--- src/design/kfr_pkg.sv ---
`default_nettype none

package kfr_pkg;

   // Frame layout
   localparam logic [7:0] HDR_WATER  = 8'h01;
   localparam logic [7:0] HDR_AIR    = 8'h05;
   localparam logic [2:0] FRAME_LEN  = 3'd5;
   localparam int unsigned PAYLOAD_LEN = 4;

   // Register reset values
   localparam logic [7:0]  HEADER_GAP_RESET    = 8'd5;
   localparam logic [7:0]  BYTE_GAP_RESET      = 8'd7;
   localparam logic [15:0] STALE_TIMEOUT_RESET = 16'd1000;

   localparam int unsigned CSR_INDEX_W = 2;
   localparam int unsigned CSR_DATA_W  = 16;

   typedef enum logic [CSR_INDEX_W-1:0] {
      CSR_HEADER_GAP    = 2'd0,
      CSR_BYTE_GAP      = 2'd1,
      CSR_STALE_TIMEOUT = 2'd2
   } csr_index_type;

   // Receive commands
   typedef enum logic {
      CMD_BYTE       = 1'b0,
      CMD_TIME_CHECK = 1'b1
   } command_type;

   typedef struct packed {
      logic        command;
      logic [7:0]  rx_byte;
      logic [31:0] now_ms;
   } req_payload_type;

   typedef struct packed {
      logic       frame_ok;
      logic       checksum_error;
      logic [7:0] rpm_code;
      logic [7:0] wheel_speed_code;
      logic [7:0] water_temp_code;
      logic [7:0] air_temp_code;
      logic       data_stale;
   } rsp_payload_type;

endpackage

`default_nettype wire

--- src/design/kfr_if.sv ---
`default_nettype none

interface kfr_req_if;
   logic        valid;
   logic        ready;
   logic        command;
   logic [7:0]  rx_byte;
   logic [31:0] now_ms;

   modport source (output valid, command, rx_byte, now_ms, input ready);
   modport sink   (input valid, command, rx_byte, now_ms, output ready);
endinterface

interface kfr_rsp_if;
   logic       valid;
   logic       ready;
   logic       frame_ok;
   logic       checksum_error;
   logic [7:0] rpm_code;
   logic [7:0] wheel_speed_code;
   logic [7:0] water_temp_code;
   logic [7:0] air_temp_code;
   logic       data_stale;

   modport source (output valid, frame_ok, checksum_error, rpm_code, wheel_speed_code,
                   water_temp_code, air_temp_code, data_stale, input ready);
   modport sink   (input valid, frame_ok, checksum_error, rpm_code, wheel_speed_code,
                   water_temp_code, air_temp_code, data_stale, output ready);
endinterface

interface kfr_csr_if;
   logic                               valid;
   logic                               ready;
   logic [kfr_pkg::CSR_INDEX_W-1:0]    index;
   logic [kfr_pkg::CSR_DATA_W-1:0]     data;

   modport source (output valid, index, data, input ready);
   modport sink   (input valid, index, data, output ready);
endinterface

`default_nettype wire

--- src/design/kline_frame_receiver_core.sv ---
// Path: an accepted req_ch transaction passes the input register, then frame logic
// into the result register, before its rsp_ch transaction.
// Throughput: one transaction per cycle while rsp_ch is not stalled; the frame state updates as each advances.
// Reset: synchronous, active high; clears frame state (not the payload bytes), the latches
// and the config registers to their defaults, and sets the stale flag. No clearing pass is needed.
`default_nettype none

module kline_frame_receiver_core (
   input wire logic  clock,
   input wire logic  reset,
   kfr_req_if.sink   req_ch,
   kfr_rsp_if.source rsp_ch,
   kfr_csr_if.sink   csr_ch
);

   // ------------------------------------------------------------------
   // Configuration registers (always ready; to be written only while idle, which the block does not enforce)
   // ------------------------------------------------------------------
   logic [7:0]  header_gap_ff;
   logic [7:0]  byte_gap_ff;
   logic [15:0] stale_timeout_ff;

   assign csr_ch.ready = 1'b1;

   always_ff @(posedge clock) begin
      if (reset) begin
         header_gap_ff    <= kfr_pkg::HEADER_GAP_RESET;
         byte_gap_ff      <= kfr_pkg::BYTE_GAP_RESET;
         stale_timeout_ff <= kfr_pkg::STALE_TIMEOUT_RESET;
      end else if (csr_ch.valid) begin
         case (csr_ch.index)
            kfr_pkg::CSR_HEADER_GAP:    header_gap_ff    <= csr_ch.data[7:0];
            kfr_pkg::CSR_BYTE_GAP:      byte_gap_ff      <= csr_ch.data[7:0];
            kfr_pkg::CSR_STALE_TIMEOUT: stale_timeout_ff <= csr_ch.data;
            default: ;  // drop writes beyond the register list
         endcase
      end
   end

   // ------------------------------------------------------------------
   // Pipeline handshake: input register feeds the result register
   // ------------------------------------------------------------------
   logic                     in_valid_ff;
   kfr_pkg::req_payload_type in_data_ff;
   logic                     rsp_valid_ff;
   kfr_pkg::rsp_payload_type rsp_data_ff;
   logic                     rsp_free;
   logic                     advance;
   logic                     req_fire;

   assign rsp_free     = !rsp_valid_ff || rsp_ch.ready;
   assign advance      = in_valid_ff && rsp_free;
   assign req_ch.ready = !in_valid_ff || rsp_free;
   assign req_fire     = req_ch.valid && req_ch.ready;

   always_ff @(posedge clock) begin
      if (reset) begin
         in_valid_ff <= 1'b0;
      end else if (req_ch.ready) begin
         in_valid_ff <= req_ch.valid;
      end
   end

   // Capture the transaction payload; no reset needed
   always_ff @(posedge clock) begin
      if (req_fire) begin
         in_data_ff.command <= req_ch.command;
         in_data_ff.rx_byte <= req_ch.rx_byte;
         in_data_ff.now_ms  <= req_ch.now_ms;
      end
   end

   // ------------------------------------------------------------------
   // Frame state
   // ------------------------------------------------------------------
   logic [2:0]  bytes_left_ff, bytes_left_in;
   logic [7:0]  payload_ff [kfr_pkg::PAYLOAD_LEN];
   logic [31:0] last_byte_time_ff, last_byte_time_in;
   logic [31:0] last_frame_time_ff, last_frame_time_in;
   logic        stale_ff, stale_in;
   logic        is_water_ff, is_water_in;
   logic [7:0]  rpm_ff, rpm_in;
   logic [7:0]  speed_ff, speed_in;
   logic [7:0]  water_ff, water_in;
   logic [7:0]  air_ff, air_in;

   logic [31:0] byte_gap;
   logic [31:0] frame_age;
   logic [2:0]  left_dec;
   logic [1:0]  pos;
   logic [7:0]  sum;
   logic        is_byte;
   logic        in_frame_ok;
   logic        is_header;
   logic        pay_we;
   logic        frame_ok;
   logic        checksum_error;

   assign is_byte   = (in_data_ff.command == kfr_pkg::CMD_BYTE);
   assign byte_gap  = in_data_ff.now_ms - last_byte_time_ff;
   assign frame_age = in_data_ff.now_ms - last_frame_time_ff;
   assign left_dec  = bytes_left_ff - 3'd1;
   // Payload slot of this byte after the header (0..3); used only for payload bytes
   assign pos       = 2'((kfr_pkg::FRAME_LEN - 3'd1) - left_dec);
   assign sum       = payload_ff[0] + payload_ff[1] + payload_ff[2] + payload_ff[3];

   assign in_frame_ok = byte_gap < {24'd0, byte_gap_ff};
   assign is_header   = (byte_gap > {24'd0, header_gap_ff}) &&
                        ((in_data_ff.rx_byte == kfr_pkg::HDR_WATER) ||
                         (in_data_ff.rx_byte == kfr_pkg::HDR_AIR));

   always_comb begin
      bytes_left_in      = bytes_left_ff;
      last_byte_time_in  = last_byte_time_ff;
      last_frame_time_in = last_frame_time_ff;
      is_water_in        = is_water_ff;
      rpm_in             = rpm_ff;
      speed_in           = speed_ff;
      water_in           = water_ff;
      air_in             = air_ff;
      pay_we             = 1'b0;
      frame_ok           = 1'b0;
      checksum_error     = 1'b0;

      if (is_byte) begin
         last_byte_time_in = in_data_ff.now_ms;
         if (bytes_left_ff != 3'd0) begin
            if (in_frame_ok) begin
               bytes_left_in = left_dec;
               if (left_dec != 3'd0) begin
                  pay_we = 1'b1;
               end else if (sum == in_data_ff.rx_byte) begin
                  // Good frame: latch the readings
                  frame_ok           = 1'b1;
                  rpm_in             = payload_ff[0];
                  speed_in           = payload_ff[1];
                  last_frame_time_in = in_data_ff.now_ms;
                  if (is_water_ff) begin
                     water_in = payload_ff[3];
                  end else begin
                     air_in = payload_ff[3];
                  end
               end else begin
                  checksum_error = 1'b1;
               end
            end else begin
               // Late byte: drop the frame, do not treat it as a header
               bytes_left_in = 3'd0;
            end
         end else if (is_header) begin
            bytes_left_in = kfr_pkg::FRAME_LEN;
            is_water_in   = (in_data_ff.rx_byte == kfr_pkg::HDR_WATER);
         end
      end

      // A good frame restarts the age at zero, so it always clears stale
      if (frame_ok) begin
         stale_in = 1'b0;
      end else begin
         stale_in = stale_ff || (frame_age > {16'd0, stale_timeout_ff});
      end
   end

   always_ff @(posedge clock) begin
      if (reset) begin
         bytes_left_ff      <= 3'd0;
         last_byte_time_ff  <= 32'd0;
         last_frame_time_ff <= 32'd0;
         stale_ff           <= 1'b1;
         is_water_ff        <= 1'b0;
         rpm_ff             <= 8'd0;
         speed_ff           <= 8'd0;
         water_ff           <= 8'd0;
         air_ff             <= 8'd0;
      end else if (advance) begin
         bytes_left_ff      <= bytes_left_in;
         last_byte_time_ff  <= last_byte_time_in;
         last_frame_time_ff <= last_frame_time_in;
         stale_ff           <= stale_in;
         is_water_ff        <= is_water_in;
         rpm_ff             <= rpm_in;
         speed_ff           <= speed_in;
         water_ff           <= water_in;
         air_ff             <= air_in;
      end
   end

   // Payload bytes are only read after being written in the same frame
   always_ff @(posedge clock) begin
      if (advance && pay_we) begin
         payload_ff[pos] <= in_data_ff.rx_byte;
      end
   end

   // ------------------------------------------------------------------
   // Result register
   // ------------------------------------------------------------------
   always_ff @(posedge clock) begin
      if (reset) begin
         rsp_valid_ff <= 1'b0;
      end else if (rsp_free) begin
         rsp_valid_ff <= in_valid_ff;
      end
   end

   always_ff @(posedge clock) begin
      if (advance) begin
         rsp_data_ff.frame_ok         <= frame_ok;
         rsp_data_ff.checksum_error   <= checksum_error;
         rsp_data_ff.rpm_code         <= rpm_in;
         rsp_data_ff.wheel_speed_code <= speed_in;
         rsp_data_ff.water_temp_code  <= water_in;
         rsp_data_ff.air_temp_code    <= air_in;
         rsp_data_ff.data_stale       <= stale_in;
      end
   end

   assign rsp_ch.valid            = rsp_valid_ff;
   assign rsp_ch.frame_ok         = rsp_data_ff.frame_ok;
   assign rsp_ch.checksum_error   = rsp_data_ff.checksum_error;
   assign rsp_ch.rpm_code         = rsp_data_ff.rpm_code;
   assign rsp_ch.wheel_speed_code = rsp_data_ff.wheel_speed_code;
   assign rsp_ch.water_temp_code  = rsp_data_ff.water_temp_code;
   assign rsp_ch.air_temp_code    = rsp_data_ff.air_temp_code;
   assign rsp_ch.data_stale       = rsp_data_ff.data_stale;

`ifndef ASSERT_OFF
   // Frame counter never runs past a full frame
   assert property (@(posedge clock) disable iff (reset)
      bytes_left_ff <= kfr_pkg::FRAME_LEN)
      else $error("bytes_left beyond frame length");

   // A completed frame is either good or bad, never both
   assert property (@(posedge clock) disable iff (reset)
      rsp_valid_ff |-> !(rsp_data_ff.frame_ok && rsp_data_ff.checksum_error))
      else $error("frame_ok and checksum_error both set");

   // A good frame always clears the stale flag in the same transaction
   assert property (@(posedge clock) disable iff (reset)
      (rsp_valid_ff && rsp_data_ff.frame_ok) |-> !rsp_data_ff.data_stale)
      else $error("good frame reported stale");

   // Hold a stalled result until the receiver takes it
   assert property (@(posedge clock) disable iff (reset)
      (rsp_valid_ff && !rsp_ch.ready) |=> rsp_valid_ff && $stable(rsp_data_ff))
      else $error("result overwritten while stalled");
`endif

endmodule

`default_nettype wire

--- src/flat_wrapper.sv ---
// flat-port wrapper written by rule: the top's interface ports become plain ports
module kline_frame_receiver_core_flat 
  (clock, reset, req_ch_valid, req_ch_command, req_ch_rx_byte, req_ch_now_ms, req_ch_ready, rsp_ch_valid, rsp_ch_frame_ok, rsp_ch_checksum_error, rsp_ch_rpm_code, rsp_ch_wheel_speed_code, rsp_ch_water_temp_code, rsp_ch_air_temp_code, rsp_ch_data_stale, rsp_ch_ready, csr_ch_valid, csr_ch_index, csr_ch_data, csr_ch_ready);
  kfr_req_if req_ch_i ();
  kfr_rsp_if rsp_ch_i ();
  kfr_csr_if csr_ch_i ();
  input wire logic clock;
  input wire logic reset;
  input wire logic [$bits(req_ch_i.valid)-1:0] req_ch_valid;
  input wire logic [$bits(req_ch_i.command)-1:0] req_ch_command;
  input wire logic [$bits(req_ch_i.rx_byte)-1:0] req_ch_rx_byte;
  input wire logic [$bits(req_ch_i.now_ms)-1:0] req_ch_now_ms;
  output wire logic [$bits(req_ch_i.ready)-1:0] req_ch_ready;
  output wire logic [$bits(rsp_ch_i.valid)-1:0] rsp_ch_valid;
  output wire logic [$bits(rsp_ch_i.frame_ok)-1:0] rsp_ch_frame_ok;
  output wire logic [$bits(rsp_ch_i.checksum_error)-1:0] rsp_ch_checksum_error;
  output wire logic [$bits(rsp_ch_i.rpm_code)-1:0] rsp_ch_rpm_code;
  output wire logic [$bits(rsp_ch_i.wheel_speed_code)-1:0] rsp_ch_wheel_speed_code;
  output wire logic [$bits(rsp_ch_i.water_temp_code)-1:0] rsp_ch_water_temp_code;
  output wire logic [$bits(rsp_ch_i.air_temp_code)-1:0] rsp_ch_air_temp_code;
  output wire logic [$bits(rsp_ch_i.data_stale)-1:0] rsp_ch_data_stale;
  input wire logic [$bits(rsp_ch_i.ready)-1:0] rsp_ch_ready;
  input wire logic [$bits(csr_ch_i.valid)-1:0] csr_ch_valid;
  input wire logic [$bits(csr_ch_i.index)-1:0] csr_ch_index;
  input wire logic [$bits(csr_ch_i.data)-1:0] csr_ch_data;
  output wire logic [$bits(csr_ch_i.ready)-1:0] csr_ch_ready;
  assign req_ch_i.valid = req_ch_valid;
  assign req_ch_i.command = req_ch_command;
  assign req_ch_i.rx_byte = req_ch_rx_byte;
  assign req_ch_i.now_ms = req_ch_now_ms;
  assign req_ch_ready = req_ch_i.ready;
  assign rsp_ch_valid = rsp_ch_i.valid;
  assign rsp_ch_frame_ok = rsp_ch_i.frame_ok;
  assign rsp_ch_checksum_error = rsp_ch_i.checksum_error;
  assign rsp_ch_rpm_code = rsp_ch_i.rpm_code;
  assign rsp_ch_wheel_speed_code = rsp_ch_i.wheel_speed_code;
  assign rsp_ch_water_temp_code = rsp_ch_i.water_temp_code;
  assign rsp_ch_air_temp_code = rsp_ch_i.air_temp_code;
  assign rsp_ch_data_stale = rsp_ch_i.data_stale;
  assign rsp_ch_i.ready = rsp_ch_ready;
  assign csr_ch_i.valid = csr_ch_valid;
  assign csr_ch_i.index = csr_ch_index;
  assign csr_ch_i.data = csr_ch_data;
  assign csr_ch_ready = csr_ch_i.ready;
  kline_frame_receiver_core u_core (.clock(clock), .reset(reset), .req_ch(req_ch_i), .rsp_ch(rsp_ch_i), .csr_ch(csr_ch_i));
endmodule
--- config.mk ---
export PLATFORM = sky130hd
export DESIGN_NAME = kline_frame_receiver_core_flat
export DESIGN_NICKNAME = d
export VERILOG_FILES = /design/src/design/kfr_pkg.sv /design/src/design/kfr_if.sv /design/src/design/kline_frame_receiver_core.sv /design/src/flat_wrapper.sv
export SDC_FILE = /design/constraint.sdc
export NUM_CORES = 1
export LEC_CHECK = 0
export BUFFER_PORTS_ARGS = -buffer_cell sky130_fd_sc_hd__buf_2
export CORE_UTILIZATION = 60
export CTS_CLUSTER_SIZE = 30
export DETAILED_ROUTE_END_ITERATION = 7
export HOLD_SLACK_MARGIN = 0.12
export PLACE_DENSITY = 0.79
export SETUP_SLACK_MARGIN = 0.02
export SLEW_MARGIN = 20
export SYNTH_ARGS = -nofsm -noshare
export SYNTH_HDL_FRONTEND = slang
export SYNTH_SLANG_ARGS = --single-unit
--- constraint.sdc ---
create_clock -name clock -period 8.68 [get_ports clock]
set_input_delay 0.434 -clock clock [delete_from_list [all_inputs] [get_ports clock]]
set_output_delay 0.434 -clock clock [all_outputs]
set_load 0.02 [all_outputs]
-- Yosys cells after proc, flatten, opt, wreduce, memory -nomap -nowiden
Memory sizes are Yosys's and may differ from the RTL's.
Index checks and enable logic that the tools add are counted.
Widths: inputs -> output; s select.
- add/sub/neg operators: 7
- magnitude comparators: 3
- equality and inequality tests: 5
- mux-type cells: 38
- bitwise operators: 4
- reduce and logical (&&, ||, !) cells: 22
- operators by type and width (cell ; count):
    $mux 8 ; 22
    $sub 32x32->32 ; 2
    $gt 32x16->1 ; 1
    $gt 32x8->1 ; 1
    $lt 32x8->1 ; 1
    $add 8x8->8 ; 3
    $mux 1 ; 13
    $mux 3 ; 3
    $eq 8x1->1 const B ; 1
    $eq 8x3->1 const B ; 1
    $eq 8x8->1 ; 1
    $reduce_and 2->1 ; 4
    $reduce_and 6->1 ; 1
    $reduce_bool 3->1 ; 2
    $logic_and 1x1->1 ; 4
    $logic_or 1x1->1 ; 4
    $not 1->1 ; 4
    $reduce_and 4->1 ; 1
    $reduce_or 4->1 ; 1
    $reduce_and 3->1 ; 1
    $sub 3x1->3 const B ; 1
    $eq 2x1->1 const B ; 1
    $eq 2x2->1 const B ; 1
    $logic_not 1->1 ; 2
    3 further kinds ; 3
- register bits: 211
- memory bits (writable): 32
- memories: 1
- memories (memory ; depth ; bits a word ; rd ports ; clocked after Yosys merged registers in ; wr ports ; RTL line ; text):
    u_core.payload_ff ; 4 ; 8 ; 4 ; 0 ; 1 ; kline_frame_receiver_core.sv:77 ; logic [7:0] payload_ff [kfr_pkg::PAYLOAD_LEN];

-- Depth between registers and ports, before layout
An unclocked memory read counts as a cell.
- depth after elaboration: 11
- gate-level depth with buffers: 23
- mapped depth without buffers: 23

-- Worst setup path before layout
No wires, ideal clock.
- kind: register to register
- from: reg u_core.in_data_ff[0] (netlist bit)
- to: reg u_core.rsp_ch.data_stale (netlist name)
- data arrival time: 4.595 ns
- required time: 8.411 ns
- slack: 3.815 ns
- stages on the path, launching flop included: 24
- period minus slack after synthesis: 4.865 ns
- cells stage by stage: edfxtp_1 -> inv_1 -> ha_1 -> inv_1 -> fa_1 -> a21o_1 -> o21ai_0 -> nand2_1 -> and2_1 -> o21ai_0 -> o21bai_1 -> a21o_1 -> a21oi_1 -> xnor2_1 -> ha_1 -> a211oi_1 -> o21ai_0 -> a2111oi_0 -> o21ai_0 -> a2111oi_0 -> nand3_1 -> or4_1 -> a2111oi_1 -> nor2_1
- longest elaborated chain between the ends: 6
- RTL lines (item ; RTL line ; text):
    start, declared ; kline_frame_receiver_core.sv:44 ; kfr_pkg::req_payload_type in_data_ff;
    $sub 32x32->32 ; kline_frame_receiver_core.sv:100 ; assign byte_gap = in_data_ff.now_ms - last_byte_time_ff;
    $lt 32x8->1 ; kline_frame_receiver_core.sv:107 ; assign in_frame_ok = byte_gap < {24'd0, byte_gap_ff};
    $mux 1 ; kline_frame_receiver_core.sv:128 ; if (in_frame_ok) begin
    $mux 1 ; kline_frame_receiver_core.sv:127 ; if (bytes_left_ff != 3'd0) begin
    $mux 1 ; kline_frame_receiver_core.sv:125 ; if (is_byte) begin
    $mux 1 (*) ; kline_frame_receiver_core.sv:157 ; if (frame_ok) begin
    via u_core.stale_in ; kline_frame_receiver_core.sv:80 ; logic stale_ff, stale_in;
The timed path passes the listed nets; every way through them passes the cells marked *.
A chain may end at the register's enable or synchronous reset.

-- Final worst setup path
- from: reg u_core.in_data_ff[0] (netlist bit)
- to: reg u_core.rsp_ch.data_stale (netlist name)
- longest elaborated chain between the ends: 6
- RTL lines (item ; RTL line):
    $sub 32x32->32 ; kline_frame_receiver_core.sv:100
    $lt 32x8->1 ; kline_frame_receiver_core.sv:107
    $mux 1 ; kline_frame_receiver_core.sv:128
    $mux 1 ; kline_frame_receiver_core.sv:127
    $mux 1 ; kline_frame_receiver_core.sv:125
    $mux 1 (*) ; kline_frame_receiver_core.sv:157
    via u_core.stale_in ; kline_frame_receiver_core.sv:80
Marks and branches as above.

==> metrics.yaml <==
die:
  rows: 56
  fp.dieW_microns: 158
  die_h_microns: 158
  ioPinCount: 102
  initial_core_util: 0.615
  die_area_sq_um: 24800
  core_sq_um: 23600
drt:
  ant_nets: 0
  drt-total-wl_microns: 35600
  avgViaCountPerCell: 5.89
  drc: 0
  drt-initial-drc-count: 945
  vias: 12026
  wl_per_cell_microns: 17.4
  drt-pass1-iter-count: 5
placement:
  io_buffers: 100
  dp_cells: 1952
  hpwl_microns: 24900
  place_congestion: 0.943
grt:
  grt-ovfl-total: 0
  first_global_vias: 11550
  met1_usage: 0.362
  grtUsageTotal: 0.291
  antenna_found_initial: 0
  use_met2: 0.527
  grt_max_degree: 96
  top_usage_layer: "met2"
  met3_usage: 0.0290
  grt_pass1_wl_microns: 57100
timing:
  rsz0062_at_grt: "false"
  finalMaxSlewViolations: 0
  finalHoldViolCount: 0
  fin_crit_sh: 0.722
  fmaxAchievable_mhz: 160
  finClkSkew_ps: 15.2
  worst_slew_pin_slew_ps: 1040
  maxSlewHeadroom: 0.306
  finalSetupTns_ps: 0
  setup_viol: 0
  layout_min_cycle_time_ps: 6260
yosys:
  synth.distinct_cells: 84
  syn_inst: 1587
  synth_nets: 1772
  synth_ff_type: "dfxtp_1"
  synth_edf_count: 108
  synth-seq-area-share: 0.409
  async_flop_share: 0
  syn_avg_cell_area_sq_um: 9.15
  ys_ff_latch: 243
  yosysWarnings: 0
  syn_area_sq_um: 14500
power:
  power_density_nw_per_um2: 167
  total_power_w: 0.00276
  leakage_nw: 6.33
  ir_drop_v: 0.000160
worst_hold_path:
  min_to: "u_core.in_valid_ff"
  holdPathStages: 3
  min-delay-path-class: "input port to register"
  hold_path.startpoint: "req_ch_valid"
critical_path:
  crit_type: "register to register"
  reg2reg_slack_ps: 2420
  worstSetupStartpointType: "register"
  worst_ep_required_time_ps: 8910
  r2r_end: "u_core.rsp_ch.data_stale"
  critical_path.endpoint_type: "register"
  worstReg2RegStart: "u_core.in_data_ff[0]"
  startpoint: "u_core.in_data_ff[0]"
  r2r_cells: 23
  worstPathArrival_ps: 6500
  crit_fanout: 3
cts:
  numClockSinks: 243
  post_cts.repair.setup_buffers: 0
  clock-root-buffer: "clkbuf_16"
  postCtsHoldBufs: 44
  cts-htree-levels: 1
  cts_tree: "yes"
  cts_buffers: 26
  path_clk_slew_ps: 60
  cts_resized: 0
  clk_latency_ps: 540
  ctsLongestPathBuffers: 3
layout:
  drive_gt1_frac: 0.122
  nFillCells: 1814
  post-route-util: 0.698
  syn_to_final_growth_pct: 13.5
  fin_nets: 1890
  stdcell_count: 2043
  diodes: 0
run_status:
  outcome: "completed"
job:
  drv_cap: 0
flip-flops by register name (all words and copies together) (netlist names), 3 cells and up:
register	cells
u_core.air_ff	8
u_core.byte_gap_ff	8
u_core.bytes_left_ff	3
u_core.header_gap_ff	8
u_core.in_data_ff	41
u_core.last_byte_time_ff	32
u_core.last_frame_time_ff	32
u_core.payload_ff	32
u_core.rpm_ff	8
u_core.rsp_ch.air_temp_code	8
u_core.rsp_ch.rpm_code	8
u_core.rsp_ch.water_temp_code	8
u_core.rsp_ch.wheel_speed_code	8
u_core.speed_ff	8
u_core.stale_timeout_ff	16
u_core.water_ff	8
Yosys cell counts (4+ instances only):
cell type / number / share of area
a2111o_1: 4 / 0.0031
a2111oi_0: 6 / 0.0036
a211o_1: 14 / 0.0084
a211oi_1: 16 / 0.0083
a21boi_0: 10 / 0.0052
a21o_1: 23 / 0.012
a21oi_1: 159 / 0.055
a22oi_1: 4 / 0.0021
a31o_2: 5 / 0.0030
a31oi_1: 7 / 0.0030
and2_1: 16 / 0.0069
and3_1: 10 / 0.0043
and4_1: 4 / 0.0024
buf_2: 15 / 0.0052
buf_4: 7 / 0.0036
clkbuf_1: 33 / 0.0085
dfxtp_1: 135 / 0.19
edfxtp_1: 108 / 0.22
fa_1: 16 / 0.022
ha_1: 105 / 0.090
inv_1: 132 / 0.034
mux2_2: 34 / 0.026
mux2i_1: 32 / 0.022
nand2_1: 236 / 0.061
nand2b_1: 37 / 0.016
nand3_1: 25 / 0.0086
nand3b_1: 5 / 0.0026
nand4_1: 23 / 0.0099
nand4b_1: 5 / 0.0030
nor2_1: 88 / 0.023
nor2b_1: 7 / 0.0030
nor3_1: 29 / 0.010
nor3b_1: 6 / 0.0031
nor4_1: 10 / 0.0043
o211a_1: 5 / 0.0034
o211ai_1: 20 / 0.010
o21a_1: 19 / 0.0098
o21ai_0: 55 / 0.019
or2_2: 6 / 0.0026
or3_1: 7 / 0.0030
or4_1: 5 / 0.0026
xnor2_1: 27 / 0.016
xor2_1: 16 / 0.0096
per-stage QoR:
step	instance area (sq um)	worst slack, ps	hold slack (ps)
floorplan	14500	3820	429
global placement	15200	2990	436
detailed placement	15200	2770	445
CTS	16500	2530	127
global route	16500	2190	154
finish	16500	2420	141
final cells by class:
class                   instances  area, sq um  share of cell area
clock buffers                  36          739              0.0449
repair buffers                150          988              0.0600
multi-input cells            1152         7810               0.474
inverters                     132          495              0.0301
clock inverters                11          104             0.00630
flip-flops and latches        243         5950               0.361
well taps                     319          399              0.0242
per-layer routing:
metal / share of wire / wire, microns / vias up
li1: - / - / 5895
met5: 0 / 0 / -
met2: 0.49 / 17500 / 354
met3: 0.049 / 1740 / 73
met1: 0.43 / 15300 / 5704
met4: 0.029 / 1020 / 0
worst max-delay path, cell delays in order, from the launching register on:
cell	delay [ps]
edfxtp_1	400
inv_1	100
ha_1	170
inv_1	60
fa_1	400
a21o_1	190
o21ai_0	210
nand2_1	120
and2_1	180
o21ai_0	200
o21bai_1	150
a21o_1	200
a21oi_1	170
xnor2_1	90
ha_1	190
a211oi_1	180
o21ai_0	140
a2111oi_0	400
o21ai_0	260
a2111oi_0	590
nand3_1	120
or4_1	510
a2111oi_1	810
nor2_1	120
power by group:
part | switching [W] | leakage (nW) | internal (W)
combinational | 0.000250 | 3.79 | 0.000165
sequential | 0.0000246 | 2.12 | 0.00122
clock | 0.000444 | 0.416 | 0.000651
total | 0.000719 | 6.33 | 0.00204
cell families after synthesis:
| group | after synthesis | share of synthesized area |
|---|---|---|
| AO/OA/AOI/OAI | 392 | 0.175 |
| buffers and inverters | 192 | 0.0539 |
| AND/OR/NAND/NOR | 529 | 0.175 |
| multiplexers | 66 | 0.0484 |
| flip-flops | 243 | 0.409 |
| XOR/XNOR | 43 | 0.0259 |
| adder cells (fa/ha/maj) | 121 | 0.113 |
| other | 1 | 0.000258 |
worst max path at each step:
stage                               end  slack, ps  cells after the start
2_1_floorplan  u_core.rsp_ch.data_stale       3820                     23
3_3_place_gp   u_core.rsp_ch.data_stale       2990                     23
3_5_place_dp   u_core.rsp_ch.data_stale       2770                     23
4_1_cts        u_core.rsp_ch.data_stale       2530                     23
5_1_grt        u_core.rsp_ch.data_stale       2190                     23
6_report       u_core.rsp_ch.data_stale       2420                     23
placed cells by master (no fill, tap or decap), types with 10 or more instances in the layout:
cell           count
o211ai_1          20
nand2b_1          37
fa_1              16
a21oi_1          159
nor4_1            10
xor2_1            16
dlygate4sd3_1     44
nor3_1            28
a21boi_0          10
nand3_1           25
o21ai_0           55
clkbuf_16         27
nand4_1           23
nand2_1          236
o21a_1            19
dfxtp_1          135
nor2_1            87
buf_2             99
ha_1             105
inv_1            132
mux2i_1           32
and2_1            15
a21o_1            23
edfxtp_1         108
a211oi_1          16
and3_1            10
mux2_2            34
a211o_1           14
xnor2_1           27
(Power assumes the default switching activity.)
